## src/design/dfap_pkg.sv

```systemverilog
// Shared types and constants for the dropped-frame angle predictor.
// No dependencies.
`timescale 1ns / 1ps

package dfap_pkg;

  localparam int unsigned CFG_IDX_W  = 1;
  localparam int unsigned CFG_DATA_W = 16;

  localparam logic [CFG_IDX_W-1:0] CFG_LOST_LIMIT = 1'b0;
  localparam logic [CFG_IDX_W-1:0] CFG_ALPHA_GAIN = 1'b1;

  localparam logic [15:0] LOST_LIMIT_RST = 16'd10;
  localparam logic [15:0] ALPHA_GAIN_RST = 16'd256;
  localparam logic [15:0] LOSS_MAX       = 16'hFFFF;
  localparam int          RATE_CAP       = 32768;

  typedef struct packed {
    logic               target_found;
    logic signed [31:0] pitch_in;
    logic signed [31:0] yaw_in;
    logic        [31:0] distance_in;
  } in_req_t;

  typedef struct packed {
    logic               frame_dropped;
    logic        [15:0] lost_frames;
    logic signed [31:0] yaw_rate;
    logic signed [31:0] pitch_rate;
    logic signed [31:0] pred_yaw;
    logic signed [31:0] pred_pitch;
    logic        [31:0] pred_distance;
  } out_req_t;

  typedef enum logic [3:0] {
    S_IDLE, S_UPD, S_TRIM, S_SUMRD, S_SUMACC, S_DIVA, S_DIVAW, S_DIVB,
    S_DIVBW, S_SAT, S_NEXT, S_PMUL1, S_PMUL2, S_PADD, S_DONE
  } dfap_state_e;

  typedef struct packed {
    logic capture;
    logic update;
    logic trim;
    logic rd;
    logic acc;
    logic div_a;
    logic div_b;
    logic speed_zero;
    logic speed_wr;
    logic mul1;
    logic mul2;
    logic pred_wr;
    logic out_load;
    logic sel;       // 0: yaw window, 1: pitch window
  } dfap_cmd_t;

  typedef struct packed {
    logic fill_zero;
    logic fill_one;
    logic sum_last;
    logic div_done;
  } dfap_status_t;

endpackage

```

## src/design/dfap_ctrl.sv

```systemverilog
// Sequencer for the predictor: handshakes and datapath commands.
// Depends on dfap_pkg.
`timescale 1ns / 1ps

module dfap_ctrl import dfap_pkg::*; (
  input  logic         clk_i,
  input  logic         rst_ni,
  input  logic         in_valid_i,
  output logic         in_stall_o,
  output logic         out_valid_o,
  input  logic         out_stall_i,
  input  dfap_status_t status_i,
  output dfap_cmd_t    cmd_o
);

  dfap_state_e state_q, state_d;
  logic        sel_q, sel_d;
  logic        out_valid_q, out_valid_d;
  logic        slot_free;

  assign slot_free = !out_valid_q || !out_stall_i;

  always_comb begin
    state_d = state_q;
    case (state_q)
      S_IDLE:   if (in_valid_i) state_d = S_UPD;
      S_UPD:    state_d = S_TRIM;
      S_TRIM: begin
        if (status_i.fill_zero || status_i.fill_one) state_d = S_NEXT;
        else state_d = S_SUMRD;
      end
      S_SUMRD:  state_d = S_SUMACC;
      S_SUMACC: state_d = status_i.sum_last ? S_DIVA : S_SUMRD;
      S_DIVA:   state_d = S_DIVAW;
      S_DIVAW:  if (status_i.div_done) state_d = sel_q ? S_SAT : S_DIVB;
      S_DIVB:   state_d = S_DIVBW;
      S_DIVBW:  if (status_i.div_done) state_d = S_SAT;
      S_SAT:    state_d = S_NEXT;
      S_NEXT:   state_d = sel_q ? S_PMUL1 : S_TRIM;
      S_PMUL1:  state_d = S_PMUL2;
      S_PMUL2:  state_d = S_PADD;
      S_PADD:   state_d = S_DONE;
      S_DONE:   if (slot_free) state_d = S_IDLE;
      default:  state_d = S_IDLE;
    endcase
  end

  always_comb begin
    cmd_o            = '0;
    cmd_o.sel        = sel_q;
    sel_d            = sel_q;
    case (state_q)
      S_IDLE: begin
        cmd_o.capture = in_valid_i;
        sel_d         = 1'b0;
      end
      S_UPD:    cmd_o.update = 1'b1;
      S_TRIM: begin
        cmd_o.trim       = 1'b1;
        cmd_o.speed_zero = status_i.fill_one;
      end
      S_SUMRD:  cmd_o.rd = 1'b1;
      S_SUMACC: cmd_o.acc = 1'b1;
      S_DIVA:   cmd_o.div_a = 1'b1;
      S_DIVB:   cmd_o.div_b = 1'b1;
      S_SAT:    cmd_o.speed_wr = 1'b1;
      S_NEXT:   sel_d = 1'b1;
      S_PMUL1:  cmd_o.mul1 = 1'b1;
      S_PMUL2:  cmd_o.mul2 = 1'b1;
      S_PADD:   cmd_o.pred_wr = 1'b1;
      S_DONE:   cmd_o.out_load = slot_free;
      default: ;
    endcase
  end

  always_comb begin
    out_valid_d = out_valid_q;
    if (cmd_o.out_load) out_valid_d = 1'b1;
    else if (!out_stall_i) out_valid_d = 1'b0;
  end

  always_ff @(posedge clk_i or negedge rst_ni) begin
    if (!rst_ni) begin
      state_q     <= S_IDLE;
      sel_q       <= 1'b0;
      out_valid_q <= 1'b0;
    end else begin
      state_q     <= state_d;
      sel_q       <= sel_d;
      out_valid_q <= out_valid_d;
    end
  end

  assign in_stall_o  = state_q != S_IDLE;
  assign out_valid_o = out_valid_q;

  a_load_free: assert property (@(posedge clk_i) disable iff (!rst_ni)
    cmd_o.out_load |-> slot_free) else $error("result overwritten");
  a_second_div_yaw: assert property (@(posedge clk_i) disable iff (!rst_ni)
    state_q == S_DIVB |-> !sel_q) else $error("second division on pitch");
  a_pred_after_both: assert property (@(posedge clk_i) disable iff (!rst_ni)
    state_q == S_PMUL1 |-> $past(sel_q)) else $error("prediction before pitch");

endmodule

```

## config.mk

```make
export PLATFORM = sky130hd
export DESIGN_NAME = dfap_ctrl
export DESIGN_NICKNAME = d
export VERILOG_FILES = /design/src/design/dfap_pkg.sv /design/src/design/dfap_ctrl.sv
export SDC_FILE = /design/constraint.sdc
export NUM_CORES = 1
export LEC_CHECK = 0
export BUFFER_PORTS_ARGS = -buffer_cell sky130_fd_sc_hd__buf_2
export CAP_MARGIN = 5
export CORE_MARGIN = 4
export CORE_UTILIZATION = 41
export CTS_CLUSTER_DIAMETER = 80
export CTS_CLUSTER_SIZE = 12
export DETAILED_ROUTE_END_ITERATION = 7
export GPL_TIMING_DRIVEN = 0
export PLACE_DENSITY = 0.85
export SYNTH_ARGS = -nofsm -noshare
export SYNTH_HDL_FRONTEND = slang
export SYNTH_SLANG_ARGS = --single-unit
```

## constraint.sdc

```tcl
create_clock -name clk_i -period 1.6 [get_ports clk_i]
set_input_delay 0.08 -clock clk_i [delete_from_list [all_inputs] [get_ports clk_i]]
set_output_delay 0.08 -clock clk_i [all_outputs]
set_load 0.01 [all_outputs]
```

# Yosys cells after proc, flatten, opt, wreduce, memory -nomap -nowiden
# Cells that the tools add are included.
[totals]
word_cells = 55
out_inout_bits = 16
inputBits = 8
ff_bits = 6
[classes]
n_eq_ne = 19
n_reduce_logical = 8
n_mux = 25
[op_table]
columns = ["cell", "count"]
rows = [
  ["$pmux 4 s15", 1],
  ["$eq 4x4->1 const B", 7],
  ["$mux 4", 7],
  ["$eq 4x3->1 const B", 4],
  ["$mux 1", 15],
  ["$eq 4x2->1 const B", 2],
  ["$ne 2x2->1 const B", 4],
  ["$eq 4x1->1 const B", 1],
  ["$logic_not 4->1", 1],
  ["$reduce_and 4->1", 1],
  ["$reduce_bool 4->1", 1],
  ["$mux 3", 1],
  ["$logic_not 1->1", 2],
  ["$logic_or 1x1->1", 2],
  ["$ne 2x1->1 const B", 1],
  ["$pmux 1 s2", 1],
  ["$reduce_bool 2->1", 1],
]

# Depth between registers and ports, before layout
[logic_depth]
ltp_word = 4
mapped_depth = 5
ltp_nobuf = 4

# Worst setup path before layout
# No wires, ideal clock.
[synth_path]
path_type = "reg-to-reg"
start = "reg state_q[0]"
end = "reg state_q[0]"
period_less_slack_ns = 1.565
arrival_time_ns = 1.425
setup_slack_ns = 0.035
n_path_buf = 1
setup_time_ns = 0.140
required_time_ns = 1.460
path_stages_with_launch = 6
path_cell_list = "dfrtp_1 buf_6 or4_4 o22ai_2 nand3b_4 a211oi_1"
[synth_between]
elab_chain_cells = 3
word_cells_on_any_way = 21
cone_classes = "18 x eq/ne; 1 x mux; 2 x reduce/logical"
[synth_lines]
columns = ["item", "line_no", "text"]
rows = [
  ["start: declaration", "dfap_ctrl.sv:16", "dfap_state_e state_q, state_d;"],
  ["start signal: assignment", "dfap_ctrl.sv:88", "state_q <= state_d;"],
  ["$eq 4x4->1, or another cell as far along", "dfap_ctrl.sv:25", "case (state_q)"],
  ["$ne 2x2->1 (no line)", "--", ""],
  ["$reduce_and 4->1 (no line)", "--", ""],
]
# Several ways; a longest one is shown, not always the timed one.
# A chain may end at the register's enable or synchronous reset.

# Worst setup path in the final report
[layout_path]
start = "reg state_q[2]"
end = "reg state_q[1]"
# The elaborated chain is that of the path after synthesis.

==> flow_metrics.tcl <==
set metrics [dict create \
    crit_start "state_q[2]" \
    worstReg2RegEnd "state_q[1]" \
    ir_worst_vdd_uv 857 \
    clk_latency_ns 0.24 \
    synth_ff_type "dfrtp_1" \
    dieArea_um2 2020 \
    place.gp.congestion 0.894 \
    synth_seq_cells 6 \
    slew-limit-headroom_pct 70.8 \
    syn_nets 82 \
    synth_area_leader_cell "dfrtp_1" \
    power_leakage_nw 0.370 \
    remaining_drc_errors 0 \
    synth_most_common_cell "nor2_1" \
    wl_met3_um 141 \
    met2_length_um 728 \
    synth_area_leaders "dfrtp_1, nor2_1, nor3_1" \
    crit_end "state_q[1]" \
    cp_max_fo 4 \
    min_period_ns 1.56 \
    avgSynthCellArea_um2 7.57 \
    p_per_area_nw_per_um2 1920 \
    coreArea_um2 1300 \
    drive_above_1_share_pct 42.6 \
    rows 13 \
    synth_top_area_share_pct 26.8 \
    synth_cells 74 \
    grt_util_all_layers_pct 16.5 \
    first_pass_iters 4 \
    synth_edf_count 0 \
    path_clk_slew_ns 0.05 \
    endpoint_kind "flop" \
    clockRootBuffer "clkbuf_4" \
    slew_viol_final 0 \
    dp_hpwl_um 1160 \
    drtIter0Drc 36 \
    grt.overflow.total 0 \
    final-hold-violation-count 0 \
    port_buffers 23 \
    syn_to_final_growth_pct 31.9 \
    worstRegToRegCells 4 \
    avgViaCountPerCell 5.61 \
    num_antenna_cells 0 \
    cts_made_buffers 3 \
    dp_slack_ns -0.0530 \
    crit_path_start_kind "flop" \
    htreeDepth 1 \
    ys_seq_area_share_pct 26.8 \
    fin_skew_ns 0.00795 \
    period_share_pct 97.6 \
    status "complete, no violations" \
    finalWirelength_um 1570 \
    setup_viol 0 \
    crit_type "flop to flop" \
    ff2ff_setup_slack_ns 0.04 \
    initial_utilization_pct 43.1 \
    wl_per_cell_um 13.5 \
    maxCapViolCount 0 \
    synthArstFlopShare_pct 100 \
    via_count 651 \
    ys_types 32 \
    dieHeight_um 45.0 \
    antenna_found_initial 0 \
    rsz0062_at_grt "true" \
    grt_pass1_vias 574 \
    ios 24 \
    synth_area_um2 561 \
    ys_top_cells_by_count "nor2_1, nor3_1, dfrtp_1" \
    worstReg2RegStart "state_q[2]" \
    setup_ws_ns 0.0377 \
    grt_first_pass_wirelength_um 2460 \
    holdCritPathClass "input pin to flop" \
    fillers 123 \
    cts_tree "built" \
    worst_slew_pin_slew_ns 0.438 \
    top_layer_used "met4" \
    fmax_mhz 640 \
    clock_path_buffers 2 \
    yosys_warnings 0 \
    grt_max_degree 11 \
    clock-sinks 6 \
    die_w_um 45.0 \
    wl_met1_um 665 \
    crit_arrival_ns 1.67 \
    holdWs_ns 0.118 \
    ant_nets 0 \
    final_net_count 111 \
    crit_required_ns 1.71 \
]
[final cells by class]
type | instances | area [um^2] | area share, %
buffer | 7 | 45.0 | 6.09
clock buffer | 3 | 22.5 | 3.05
inverter | 3 | 11.3 | 1.52
multi-input combinational | 56 | 348 | 47.0
sequential | 6 | 154 | 20.8
tap | 15 | 18.8 | 2.54
timing repair buffer | 26 | 140 | 19.0
[layer usage]
layer / GRT usage [%] / up-vias
li1: - / 318
met1: 21.1 / 286
met2: 25.7 / 43
met3: 0.398 / 4
met4: 13.5 / 0
met5: 0 / -
[cell families (layout without fill, tap and decap cells)]
family	count (synthesis)	in the layout	synth area share (%)
xor gates and xnor gates	1	1	1.56
buffers and inverters	12	39	11.2
DFF	6	6	26.8
and+or+nand+nor	33	33	32.4
AOI/OAI and AO/OA	22	22	28.1
[placed cells by master (no fill, tap or decap), drive strengths merged]
master and count:
dlygate4sd3 1, inv 3, nor3 7, xor2 1
a21oi 1, o311ai 1, or2 1, nor3b 1
nand2 5, a211oi 1, or4 1, o21a 1
o211ai 3, o21ai 8, o32ai 1, nand4b 1
nor2 11, clkbuf 5, and3 1, a22oi 2
dfrtp 6, nand3b 2, nand2b 3, buf 30
o31ai 2, o22ai 1, o21bai 1
[per-stage QoR]
step	setup TNS [ns]	instance area [um^2]	cells	total power (W)	util [%]
after global placement	-0.0573	694	112	0.00122	53.4
after CTS	0	736	116	0.00141	56.5
after floorplan	0	561	74	0.000979	-
final	0	739	116	0.00142	56.8
after global routing	-0.00562	739	116	0.00153	56.8
after detailed placement	-0.166	694	112	0.00124	53.4
[where the power goes]
part / total, W / internal [W] / switching, W
clock: 0.000135 / 0.0000846 / 0.0000507
combinational: 0.000962 / 0.000422 / 0.000540
sequential: 0.000322 / 0.000227 / 0.0000956
[worst min-delay path by stage]
stage                      from           to  slack [ns]  cells past startpoint
global route        out_stall_i  out_valid_o        0.15                      3
finish              out_stall_i  out_valid_o        0.12                      3
detailed placement       rst_ni   state_q[3]       -0.09                      1
floorplan                rst_ni  out_valid_o       -0.22                      0
global placement         rst_ni        sel_q        -0.1                      1
CTS                 out_stall_i  out_valid_o        0.10                      3
[registers in the layout, indices dropped and copies added (netlist names)]
| signal | flops |
|---|---|
| state_q | 4 |
| out_valid_o | 1 |
| sel_q | 1 |
[repair_timing]
item,CTS,global route
pin swaps,1,0
resized for setup,2,4
gates cloned,0,0
buffers inserted,2,0
hold buffers,1,0
endpoints found under the hold margin,6,0
setup endpoints to repair,7,9
[worst max-delay path: stages, from the launching register on]
cell and delay (ns):
dfrtp_2 0.43, or4_4 0.57, o22ai_2 0.18, nand3b_4 0.18, o21ai_2 0.07
Power figures use the tool's default switching activity.
